==> config.mk <==
export PLATFORM = sky130hd
export DESIGN_NAME = kmer_rolling_hash_flat
export DESIGN_NICKNAME = d
export VERILOG_FILES = /design/src/rtl/krh_pkg.sv /design/src/rtl/krh_if.sv /design/src/rtl/kmer_rolling_hash.sv /design/src/rtl/krh_ram.sv /design/src/flat_wrapper.sv
export SDC_FILE = /design/constraint.sdc
export NUM_CORES = 2
export LEC_CHECK = 0
export BUFFER_PORTS_ARGS = -buffer_cell sky130_fd_sc_hd__buf_4
export CAP_MARGIN = 20
export CORE_UTILIZATION = 50
export DETAILED_ROUTE_END_ITERATION = 7
export PLACE_DENSITY = 0.74
export SLEW_MARGIN = 5
export SYNTH_ARGS = -nofsm -noshare
export SYNTH_HDL_FRONTEND = slang
export SYNTH_SLANG_ARGS = --single-unit
==> constraint.sdc <==
create_clock -name clock -period 10.29 [get_ports clock]
set_input_delay 1.029 -clock clock [delete_from_list [all_inputs] [get_ports clock]]
set_output_delay 1.029 -clock clock [all_outputs]
set_load 0.05 [all_outputs]
==> src/rtl/krh_pkg.sv <==
// ----------------------------------------------------------------------------
// krh_pkg: shared types and constants for the k-mer rolling hash
// Widths, reset values, hash multiplier and register indexes.
// ----------------------------------------------------------------------------
package krh_pkg;

   localparam int MAX_WINDOW = 64;
   localparam int RING_AW    = (MAX_WINDOW > 1) ? $clog2(MAX_WINDOW) : 1;
   localparam int FILL_W     = $clog2(MAX_WINDOW + 1);

   localparam int SYM_W      = 8;
   localparam int HASH_W     = 64;
   localparam int LEN_W      = 7;
   localparam int CSR_IDX_W  = 2;
   localparam int CSR_DATA_W = 64;

   localparam logic [HASH_W-1:0] HASH_MULT         = 64'd100000007;
   localparam logic [HASH_W-1:0] BASE_POWER_RESET  = 64'd100000007;
   localparam logic [LEN_W-1:0]  WINDOW_LEN_RESET  = 7'd1;

   typedef enum logic [CSR_IDX_W-1:0] {
      CSR_WINDOW_LEN = 2'd0,
      CSR_BASE_POWER = 2'd1
   } csr_index_type;

endpackage

==> src/rtl/krh_if.sv <==
// ----------------------------------------------------------------------------
// krh_if: valid/ready channels of the k-mer rolling hash
// Character input, hash result and register write channels.
// ----------------------------------------------------------------------------
interface krh_req_if import krh_pkg::*; ();
   logic             valid;
   logic             ready;
   logic [SYM_W-1:0] sym;
   logic             seq_start;

   modport source (output valid, sym, seq_start, input ready);
   modport sink   (input valid, sym, seq_start, output ready);
endinterface

interface krh_rsp_if import krh_pkg::*; ();
   logic              valid;
   logic              ready;
   logic [HASH_W-1:0] hash_value;

   modport source (output valid, hash_value, input ready);
   modport sink   (input valid, hash_value, output ready);
endinterface

interface krh_csr_if import krh_pkg::*; ();
   logic                  valid;
   logic                  ready;
   logic [CSR_IDX_W-1:0]  index;
   logic [CSR_DATA_W-1:0] data;

   modport source (output valid, index, data, input ready);
   modport sink   (input valid, index, data, output ready);
endinterface

==> src/rtl/kmer_rolling_hash.sv <==
// ----------------------------------------------------------------------------
// kmer_rolling_hash: Rabin-Karp rolling hash over a character stream
// Keeps the last window_len characters in a ring and emits one 64-bit
// hash per full window.
// ----------------------------------------------------------------------------
// Usage:
//   req carries one character (sym) per transfer; seq_start marks the first
//   character of a new sequence and restarts the window. rsp carries one
//   hash_value per full window; characters that do not complete a window
//   produce no transfer. csr writes window_len (index 0) and base_power
//   (index 1, software loads 100000007^window_len mod 2^64); csr is always
//   ready. csr is to be written only while the block is idle; the block
//   itself does not enforce this. Throughput: one character per cycle
//   while rsp does not stall. A hash reaches rsp through the ring read and
//   stage A registers, which load at the transfer, then the delta register,
//   then the output register. The rate is set by the hash feedback loop,
//   one constant multiply-add per cycle in the last stage.
//   Reset clears the window, fill count, hash and the pipeline, and restores
//   window_len = 1 and base_power = 100000007. The ring RAM is not cleared:
//   entries are used only after the current sequence wrote them.
//   When rsp stalls, the result holds in the output register while up to two
//   more emitting characters enter the pipeline; characters that emit nothing
//   drain through without needing the output slot.
// ----------------------------------------------------------------------------
module kmer_rolling_hash import krh_pkg::*; (
   input  logic  clock,
   input  logic  reset,
   krh_req_if.sink   req,
   krh_rsp_if.source rsp,
   krh_csr_if.sink   csr
);

   // Configuration registers
   logic [LEN_W-1:0]  window_len_ff, window_len_in;
   logic [HASH_W-1:0] base_power_ff, base_power_in;
   logic              csr_xfer;

   // Window control, updated at the character transfer
   logic [FILL_W-1:0]  fill_ff, fill_in;
   logic [RING_AW-1:0] idx_ff, idx_in;

   // Stage A: character and its ring read in flight
   logic              a_valid_ff, a_valid_in;
   logic [SYM_W-1:0]  a_sym_ff, a_sym_in;
   logic              a_start_ff, a_start_in;
   logic              a_full_ff, a_full_in;
   logic              a_emit_ff, a_emit_in;

   // Stage B: hash delta ready for the feedback update
   logic              b_valid_ff, b_valid_in;
   logic              b_start_ff, b_start_in;
   logic              b_emit_ff, b_emit_in;
   logic [HASH_W-1:0] b_delta_ff, b_delta_in;

   // Hash state and output register
   logic [HASH_W-1:0] hash_ff, hash_in;
   logic              rsp_valid_ff, rsp_valid_in;
   logic [HASH_W-1:0] rsp_hash_ff, rsp_hash_in;

   // Flow control
   logic out_free, b_take, b_load, a_load, req_xfer;

   // Acceptance-side control
   logic [FILL_W-1:0]  n_eff;
   logic [FILL_W-1:0]  fill_base;
   logic [RING_AW-1:0] slot;
   logic [RING_AW-1:0] slot_next;
   logic [FILL_W-1:0]  fill_inc;
   logic               win_full;
   logic               emit_now;

   // Datapath
   logic [SYM_W-1:0]  ring_rd_data;
   logic [HASH_W-1:0] old_prod;
   logic [HASH_W-1:0] hash_prev;
   logic [HASH_W-1:0] hash_next;

   // ------------------------------------------------------------------
   // Configuration port
   // ------------------------------------------------------------------
   assign csr.ready = 1'b1;
   assign csr_xfer  = csr.valid && csr.ready;

   always_comb begin
      window_len_in = window_len_ff;
      base_power_in = base_power_ff;
      if (csr_xfer) begin
         unique case (csr_index_type'(csr.index))
            CSR_WINDOW_LEN: window_len_in = csr.data[LEN_W-1:0];
            CSR_BASE_POWER: base_power_in = csr.data[HASH_W-1:0];
            default: ;   // drop writes to unmapped indexes
         endcase
      end
   end

   // ------------------------------------------------------------------
   // Flow control: each stage loads when it is empty or moving on.
   // A non-emitting item in B leaves without taking the output slot.
   // ------------------------------------------------------------------
   assign out_free  = !rsp_valid_ff || rsp.ready;
   assign b_take    = b_valid_ff && (!b_emit_ff || out_free);
   assign b_load    = !b_valid_ff || b_take;
   assign a_load    = !a_valid_ff || b_load;
   assign req.ready = a_load;
   assign req_xfer  = req.valid && a_load;

   // ------------------------------------------------------------------
   // Window control at the character transfer
   // ------------------------------------------------------------------
   always_comb begin
      // clamp the window length to 1..MAX_WINDOW
      if (window_len_ff == '0) begin
         n_eff = FILL_W'(1);
      end else if (32'(window_len_ff) > 32'(MAX_WINDOW)) begin
         n_eff = FILL_W'(MAX_WINDOW);
      end else begin
         n_eff = FILL_W'(window_len_ff);
      end

      // a sequence start restarts the window before taking the character
      fill_base = req.seq_start ? '0 : fill_ff;
      slot      = req.seq_start ? '0 : idx_ff;
      win_full  = fill_base >= n_eff;
      fill_inc  = fill_base + FILL_W'(1);

      if (32'(slot) + 32'd1 >= 32'(n_eff)) begin
         slot_next = '0;
      end else begin
         slot_next = RING_AW'(32'(slot) + 32'd1);
      end

      fill_in  = fill_ff;
      idx_in   = idx_ff;
      emit_now = 1'b0;
      if (win_full) begin
         idx_in   = slot_next;
         emit_now = 1'b1;
      end else begin
         fill_in = fill_inc;
         if (fill_inc >= n_eff) begin
            // window just filled: the oldest character sits at slot zero
            idx_in   = '0;
            emit_now = 1'b1;
         end else begin
            idx_in = slot_next;
         end
      end
      if (!req_xfer) begin
         fill_in = fill_ff;
         idx_in  = idx_ff;
      end
   end

   // Ring of the last window characters; read the outgoing one and
   // overwrite it with the new character in the same transfer.
   krh_ram #(
      .WIDTH (SYM_W),
      .DEPTH (MAX_WINDOW)
   ) u_ring (
      .clock   (clock),
      .wr_en   (req_xfer),
      .wr_addr (slot),
      .wr_data (req.sym),
      .rd_en   (req_xfer),
      .rd_addr (slot),
      .rd_data (ring_rd_data)
   );

   // ------------------------------------------------------------------
   // Stage A load
   // ------------------------------------------------------------------
   always_comb begin
      a_valid_in = a_valid_ff;
      a_sym_in   = a_sym_ff;
      a_start_in = a_start_ff;
      a_full_in  = a_full_ff;
      a_emit_in  = a_emit_ff;
      if (a_load) begin
         a_valid_in = req_xfer;
      end
      if (req_xfer) begin
         a_sym_in   = req.sym;
         a_start_in = req.seq_start;
         a_full_in  = win_full;
         a_emit_in  = emit_now;
      end
   end

   // ------------------------------------------------------------------
   // Stage A -> B: delta = sym - oldest * base_power (8 x 64 multiply)
   // ------------------------------------------------------------------
   assign old_prod = {{(HASH_W-SYM_W){1'b0}}, ring_rd_data} * base_power_ff;

   always_comb begin
      b_valid_in = b_valid_ff;
      b_start_in = b_start_ff;
      b_emit_in  = b_emit_ff;
      b_delta_in = b_delta_ff;
      if (b_load) begin
         b_valid_in = a_valid_ff;
         if (a_valid_ff) begin
            b_start_in = a_start_ff;
            b_emit_in  = a_emit_ff;
            b_delta_in = {{(HASH_W-SYM_W){1'b0}}, a_sym_ff}
                       - (a_full_ff ? old_prod : '0);
         end
      end
   end

   // ------------------------------------------------------------------
   // Stage B -> output: hash = hash * 100000007 + delta, modulo 2^64
   // ------------------------------------------------------------------
   assign hash_prev = b_start_ff ? '0 : hash_ff;
   assign hash_next = hash_prev * HASH_MULT + b_delta_ff;

   always_comb begin
      hash_in      = hash_ff;
      rsp_valid_in = rsp_valid_ff;
      rsp_hash_in  = rsp_hash_ff;
      if (b_take) begin
         hash_in = hash_next;
      end
      if (out_free) begin
         rsp_valid_in = b_take && b_emit_ff;
         if (b_take && b_emit_ff) begin
            rsp_hash_in = hash_next;
         end
      end
   end

   assign rsp.valid      = rsp_valid_ff;
   assign rsp.hash_value = rsp_hash_ff;

   // ------------------------------------------------------------------
   // Registers
   // ------------------------------------------------------------------
   always_ff @(posedge clock) begin
      if (reset) begin
         window_len_ff <= WINDOW_LEN_RESET;
         base_power_ff <= BASE_POWER_RESET;
         fill_ff       <= '0;
         idx_ff        <= '0;
         a_valid_ff    <= 1'b0;
         b_valid_ff    <= 1'b0;
         rsp_valid_ff  <= 1'b0;
         hash_ff       <= '0;
      end else begin
         window_len_ff <= window_len_in;
         base_power_ff <= base_power_in;
         fill_ff       <= fill_in;
         idx_ff        <= idx_in;
         a_valid_ff    <= a_valid_in;
         b_valid_ff    <= b_valid_in;
         rsp_valid_ff  <= rsp_valid_in;
         hash_ff       <= hash_in;
      end
   end

   always_ff @(posedge clock) begin
      a_sym_ff    <= a_sym_in;
      a_start_ff  <= a_start_in;
      a_full_ff   <= a_full_in;
      a_emit_ff   <= a_emit_in;
      b_start_ff  <= b_start_in;
      b_emit_ff   <= b_emit_in;
      b_delta_ff  <= b_delta_in;
      rsp_hash_ff <= rsp_hash_in;
   end

   // ------------------------------------------------------------------
   // Assertions
   // ------------------------------------------------------------------
   // a sequence start always leaves exactly one character in the window
   a_start_fill: assert property (@(posedge clock) disable iff (reset)
      (req_xfer && req.seq_start) |=> (fill_ff == FILL_W'(1)))
      else $error("fill count not one after sequence start");

   // the fill count never exceeds the ring depth
   a_fill_bound: assert property (@(posedge clock) disable iff (reset)
      32'(fill_ff) <= 32'(MAX_WINDOW))
      else $error("fill count beyond ring depth");

   // an emitting item blocked at stage B holds its delta
   a_b_hold: assert property (@(posedge clock) disable iff (reset)
      (b_valid_ff && b_emit_ff && !out_free) |=> (b_valid_ff && $stable(b_delta_ff)))
      else $error("stalled stage B item lost or changed");

   // a new result only comes from an emitting item leaving stage B
   a_rsp_source: assert property (@(posedge clock) disable iff (reset)
      $rose(rsp_valid_ff) |-> $past(b_valid_ff && b_emit_ff))
      else $error("result without an emitting item");

   // a character transfer always fills stage A
   a_accept_fill: assert property (@(posedge clock) disable iff (reset)
      req_xfer |=> a_valid_ff)
      else $error("accepted character not in stage A");

endmodule

==> src/rtl/krh_ram.sv <==
// ----------------------------------------------------------------------------
// krh_ram: generic single-write, single-read RAM
// Registered read with read enable; a read and write to one address in
// the same cycle return the old contents.
// ----------------------------------------------------------------------------
module krh_ram #(
   parameter int WIDTH = 8,
   parameter int DEPTH = 64
) (
   input  logic                                       clock,
   input  logic                                       wr_en,
   input  logic [((DEPTH > 1) ? $clog2(DEPTH) : 1)-1:0] wr_addr,
   input  logic [WIDTH-1:0]                           wr_data,
   input  logic                                       rd_en,
   input  logic [((DEPTH > 1) ? $clog2(DEPTH) : 1)-1:0] rd_addr,
   output logic [WIDTH-1:0]                           rd_data
);

   logic [WIDTH-1:0] mem_ff [DEPTH];
   logic [WIDTH-1:0] rd_data_ff;

   always_ff @(posedge clock) begin
      if (wr_en) begin
         mem_ff[wr_addr] <= wr_data;
      end
      if (rd_en) begin
         rd_data_ff <= mem_ff[rd_addr];
      end
   end

   assign rd_data = rd_data_ff;

endmodule
==> src/flat_wrapper.sv <==
// flat-port wrapper written by rule: the top's interface ports become plain ports
module kmer_rolling_hash_flat import krh_pkg::*;
  (clock, reset, req_valid, req_sym, req_seq_start, req_ready, rsp_valid, rsp_hash_value, rsp_ready, csr_valid, csr_index, csr_data, csr_ready);
  krh_req_if req_i ();
  krh_rsp_if rsp_i ();
  krh_csr_if csr_i ();
  input  logic clock;
  input  logic reset;
  input wire logic [$bits(req_i.valid)-1:0] req_valid;
  input wire logic [$bits(req_i.sym)-1:0] req_sym;
  input wire logic [$bits(req_i.seq_start)-1:0] req_seq_start;
  output wire logic [$bits(req_i.ready)-1:0] req_ready;
  output wire logic [$bits(rsp_i.valid)-1:0] rsp_valid;
  output wire logic [$bits(rsp_i.hash_value)-1:0] rsp_hash_value;
  input wire logic [$bits(rsp_i.ready)-1:0] rsp_ready;
  input wire logic [$bits(csr_i.valid)-1:0] csr_valid;
  input wire logic [$bits(csr_i.index)-1:0] csr_index;
  input wire logic [$bits(csr_i.data)-1:0] csr_data;
  output wire logic [$bits(csr_i.ready)-1:0] csr_ready;
  assign req_i.valid = req_valid;
  assign req_i.sym = req_sym;
  assign req_i.seq_start = req_seq_start;
  assign req_ready = req_i.ready;
  assign rsp_valid = rsp_i.valid;
  assign rsp_hash_value = rsp_i.hash_value;
  assign rsp_i.ready = rsp_ready;
  assign csr_i.valid = csr_valid;
  assign csr_i.index = csr_index;
  assign csr_i.data = csr_data;
  assign csr_ready = csr_i.ready;
  kmer_rolling_hash u_core (.clock(clock), .reset(reset), .req(req_i), .rsp(rsp_i), .csr(csr_i));
endmodule
**Word-level counts from Yosys, hierarchy flattened**

Memory sizes are Yosys's and may differ from the RTL's. A register that Yosys moved wholly into a read port is not among the register bits.
Index checks and enable logic that the tools add are counted.

- Bitwise logic cells: 1
- Multiplexer cells: 12
- Reductions and logical operators: 18
- Eq/ne operators: 1
- Multipliers: 2
- Add/subtract/negate cells: 4
- Magnitude comparators: 4

Operator list:

| kind | count |
|---|---|
| 64-bit 2-to-1 mux | 2 |
| 64-bit adder | 1 |
| 64-bit by 27-bit multiplier with 64-bit output (second input constant) | 1 |
| 8-bit by 64-bit multiplier with 64-bit output | 1 |
| 8-bit by 64-bit subtractor with 64-bit output | 1 |
| 32-bit by 7-bit >= comparator with 1-bit output | 1 |
| 6-bit 2-to-1 mux | 4 |
| 7-bit 2-to-1 mux | 3 |
| 7-bit >= comparator | 2 |
| 2-bit AND reduction | 5 |
| 6-bit by 1-bit adder with 7-bit output (second input constant) | 1 |
| 7-bit by 1-bit adder with 7-bit output (second input constant) | 1 |
| 7-bit greater-than comparator (second input constant) | 1 |
| 7-bit logical NOT | 1 |
| 1-bit logical NOT | 4 |
| 1-bit logical OR | 4 |
| 1-bit logical AND | 3 |
| 1-bit 2-to-1 mux | 3 |
| 2-bit by 1-bit equality test with 1-bit output (second input constant) | 1 |
| 2-bit logical NOT | 1 |
| 1-bit NOT | 1 |

- Bits in registers: 292
- Input port bits: 80
- Bits in writable memories: 512
- Memories: 1
- Logic and storage cells: 59
- Output and inout port bits: 67

Memory list:

| name | words | width | rd ports | clocked after memory_dff | write ports | line | text |
|---|---|---|---|---|---|---|---|
| u_core.u_ring.mem_ff | 64 | 8 | 1 | 1 | 1 | krh_ram.sv:19 | `logic [WIDTH-1:0] mem_ff [DEPTH];` |

**Logic depth before layout (Yosys ltp)**

- Word-level depth: 9
- Depth in mapped cells: 30
- Gate-level depth less buffers: 28

**Modules after synthesis**

From an unflattened synthesis, not the netlist that was laid out.

- Cells, all modules: 6404
- Area total of the unflattened synthesis: 71298.4 um^2

By module, submodules not included:

| module | times used | area an instance (um^2) | seq. area each (um^2) | cells each |
|---|---|---|---|---|
| kmer_rolling_hash | 1 | 51051.5 | 7257.0 | 5464 |
| krh_ram | 1 | 20246.9 | 15615.0 | 940 |

**Least setup slack after synthesis**

OpenSTA, ideal clock, no wires.

- Path type: reg2reg
- Start: register u_core.b_start_ff
- End: register u_core.hash_ff[62]
- Data required time: 10.216 ns
- Period minus slack after synthesis: 7.823 ns
- Buffers on the path: 3
- Cell stages (with the launch flop): 28
- Arrival: 7.749 ns
- Setup time: 0.074 ns
- Path slack: 2.467 ns
- Path through: edfxtp_1 -> clkbuf_1 -> clkbuf_1 -> nor2b_1 -> fa_1 -> inv_1 -> fa_1 -> inv_1 -> fa_1 -> fa_1 -> fa_1 -> fa_1 -> inv_1 -> fa_1 -> inv_1 -> ha_1 -> clkbuf_1 -> and4_1 -> a221o_1 -> a221oi_1 -> o21bai_1 -> or3_1 -> o21ai_1 -> nor2_1 -> nor4_1 -> o31ai_1 -> or4_1 -> a31oi_1

- Longest elaborated chain between the ends: 3

RTL lines:

| element | line | text |
|---|---|---|
| start, declared | kmer_rolling_hash.sv:51 | `logic b_start_ff, b_start_in;` |
| start signal, assigned | kmer_rolling_hash.sv:264 | `b_start_ff <= b_start_in;` |
| 64-bit 2-to-1 mux | kmer_rolling_hash.sv:213 | `assign hash_prev = b_start_ff ? '0 : hash_ff;` |
| 64-bit by 27-bit multiplier with 64-bit output | kmer_rolling_hash.sv:214 | `assign hash_next = hash_prev * HASH_MULT + b_delta_ff;` |
| 64-bit adder | kmer_rolling_hash.sv:214 |  |
| end signal, assigned | kmer_rolling_hash.sv:255 | `hash_ff <= hash_in;` |
| end, declared | kmer_rolling_hash.sv:56 | `logic [HASH_W-1:0] hash_ff, hash_in;` |

Every way passes these cells.
A chain may end at the register's enable or synchronous reset.

**Worst setup path after layout**

Ends and elaborated chain as after synthesis.

==> results_dict.tcl <==
set metrics [dict create \
    regToRegSetupSlack_ns 0.79 \
    gp_congestion 1.03 \
    drtIter0Drc 4702 \
    cts_tree "done" \
    rsz0062_at_grt "false" \
    drv_cap 0 \
    multi_input_area_sq_mm 0.0426 \
    final_area_sq_mm 0.0772 \
    yosysUniqueCellTypes 100 \
    clk_latency_ns 0.72 \
    fp.dieW_um 379 \
    ys_ff_latch 812 \
    cp.required_ns 10.91 \
    holdBufCountCts 0 \
    grt_overflow 0 \
    numCtsBuffers 86 \
    final_util_pct 54.6 \
    drt-total-wl_mm 193 \
    route.detailed.drc 0 \
    cp.arrival_ns 10.12 \
    final_nets 8344 \
    start_util_pct 50.4 \
    syn_area_sq_mm 0.0712 \
    cp_max_fo 44 \
    reg2reg_to "u_core.hash_ff[62]" \
    period_needed_ns 9.50 \
    fin_skew_ns 0.0665 \
    core_area_sq_mm 0.141 \
    drt_pass1_iterations 7 \
    r2r-start "u_core.b_start_ff" \
    drive_above_1_share_pct 6.11 \
    dieArea_sq_mm 0.144 \
    hp-start "u_core.hash_ff[59]" \
    outcome "completed" \
    synth_cells 6781 \
    setup_violations 0 \
    cts_setup_buffers 0 \
    fmax_ghz 0.105 \
    clk_path_buf_depth 3 \
    dpl_cell_area_sq_mm 0.0743 \
    hold_depth 2 \
    synth_area_per_cell_sq_um 10.5 \
    hold_path_end "u_core.hash_ff[59]" \
    ys_warn_count 0 \
    seq_area_frac_synth_pct 32.1 \
    synth_nets 8294 \
    grt_antenna_before_repair 2 \
    clock_sinks 812 \
    hp-class "flop to flop" \
    seq_area_sq_mm 0.0229 \
    fin_tns_setup_ns 0 \
    die_h_um 379 \
    hold_viol_final 0 \
    fillCellCount 12000 \
    grt_pass1_vias 50200 \
    min_period_over_period_pct 92.4 \
    slew_headroom_pct 18.7 \
    area_growth_pct 8.37 \
    rows 138 \
    fin_hold_ws_ns 0.457 \
    io_buffers 145 \
    worst_pin_slew_ns 1.22 \
    cts.repair.resized 0 \
    grt_usage_pct 27.3 \
    criticalPathCategory "flop to flop" \
    clk_pin_slew_ns 0.06 \
    grt_max_degree 93 \
    dr_total_vias 49500 \
    r2r_cells 27 \
    slew_viol_final 0 \
    hpwl_mm 149 \
    grt_pass1_wl_mm 298 \
    synth-async-reset-ratio_pct 0 \
    h-tree-depth 3 \
    cp-start-kind "flop" \
    root_buffer "clkbuf_16" \
    vias_per_cell 5.63 \
    end_kind "flop" \
    diodes 0 \
    ys.flop_type "edfxtp_1" \
    io_pins 147 \
    antenna_left 0 \
    synth_edf_count 661 \
    wl_per_cell_um 22.0 \
]
-- cell families after synthesis --
family | Yosys count | share of synthesized area (%)
compound gates | 968 | 8.75
flops | 812 | 32.1
mux | 95 | 1.35
xor+xnor | 177 | 2.18
fa+ha+maj | 1433 | 35.2
simple gates | 1758 | 12.3
buf+inv | 1537 | 8.15
other cells | 1 | 0.00527
-- worst max-delay path, cell delays in order (launching register included) --
cell      delay, ns
edfxtp_1       1.16
buf_4          0.57
nand2b_1       0.29
inv_1          0.22
fa_1           0.56
ha_1           0.32
ha_1           0.28
inv_1          0.05
fa_1           0.48
inv_1          0.05
fa_1           0.51
fa_1           0.55
inv_1          0.05
fa_1           0.55
inv_1          0.06
ha_1           0.35
a21oi_1        0.18
o21ai_0        0.17
a221o_1        0.41
a221oi_1       0.27
o21bai_1       0.15
or3_1          0.36
o21ai_1        0.60
nor2_1         0.16
nor4_1         0.22
o31ai_1        0.16
or4_1          0.49
a31oi_1        0.16
-- worst max-delay path by stage --
stage,from,end,slack (ns)
finish,u_core.b_start_ff,u_core.hash_ff[62],0.79
global route,u_core.b_start_ff,u_core.hash_ff[62],0.40
CTS,u_core.b_start_ff,u_core.hash_ff[62],0.93
detailed placement,u_core.b_start_ff,u_core.hash_ff[62],1.0
global placement,u_core.b_start_ff,u_core.rsp.hash_value[62],0.80
floorplan,u_core.b_start_ff,u_core.hash_ff[62],2.47
-- layout by cell type (no fill, tap or decap), types with 71 or more instances in the layout --
master	n
ha_1	485
a21oi_1	399
and2_1	414
clkbuf_16	87
fa_1	948
inv_1	1288
nand2b_1	71
a21o_1	81
o21ai_0	102
nand2_1	680
xnor2_1	127
dfxtp_1	150
buf_4	208
nor2_1	226
mux2i_1	84
edfxtp_1	661
nor2b_1	72
-- routing by layer --
metal	track usage [%]	up-vias	part of all wire [%]
met3	4.95	336	9.2
met4	8.51	4	3.1
li1	-	22100	-
met2	42.3	2165	45
met5	0	-	0.014
met1	38.9	24900	43
-- final cells by class --
type | count | area share [%]
inverters | 1290 | 6.28
multi-input cells | 4432 | 55.2
well taps | 1890 | 3.06
flip-flops and latches | 812 | 29.6
repair buffers | 209 | 2.03
clock inverters | 58 | 0.877
clock buffers | 102 | 2.91
-- synth_stat cells (11+ instances only) --
library cell / number / area, sq um
a211o_1: 13 / 114
a211oi_1: 33 / 248
a21o_1: 81 / 608
a21oi_1: 399 / 2000
a221oi_1: 27 / 236
a22o_1: 16 / 140
a22oi_1: 44 / 330
a31oi_1: 38 / 238
a32oi_1: 11 / 96.3
and2_1: 416 / 2600
and3_1: 26 / 163
buf_1: 31 / 116
clkbuf_1: 203 / 762
dfxtp_1: 151 / 3020
edfxtp_1: 661 / 19800
fa_1: 948 / 19000
ha_1: 485 / 6070
inv_1: 1289 / 4840
mux2_2: 11 / 124
mux2i_1: 84 / 841
nand2_1: 682 / 2560
nand2b_1: 72 / 450
nand3_1: 42 / 210
nand3b_1: 22 / 165
nand4_1: 30 / 188
nor2_1: 232 / 871
nor2b_1: 73 / 457
nor3_1: 62 / 310
nor4_1: 19 / 119
o211ai_1: 13 / 97.6
o21a_1: 19 / 143
o21ai_0: 102 / 510
o21bai_1: 21 / 158
o22ai_1: 34 / 213
o31ai_1: 12 / 90.1
or2_2: 13 / 81.3
or3_1: 24 / 150
xnor2_1: 127 / 1110
xor2_1: 50 / 438
-- sequential cells by signal (all words and copies together), names as in the netlist, 6 cells and up --
register,flops
u_core.a_sym_ff,8
u_core.b_delta_ff,64
u_core.base_power_ff,64
u_core.fill_ff,7
u_core.hash_ff,64
u_core.idx_ff,6
u_core.rsp.hash_value,64
u_core.u_ring.mem_ff,512
u_core.u_ring.rd_data,8
u_core.window_len_ff,7
-- per-stage QoR --
stage               std cells  setup WS (ns)
floorplan                6781           2.47
global route             8793          0.401
detailed placement       8633          0.997
finish                   8793          0.785
CTS                      8793          0.932
global placement         8632          0.795
Power is not shown: default switching activity piles up to over one toggle a cycle in this logic, so the estimate is an artifact.
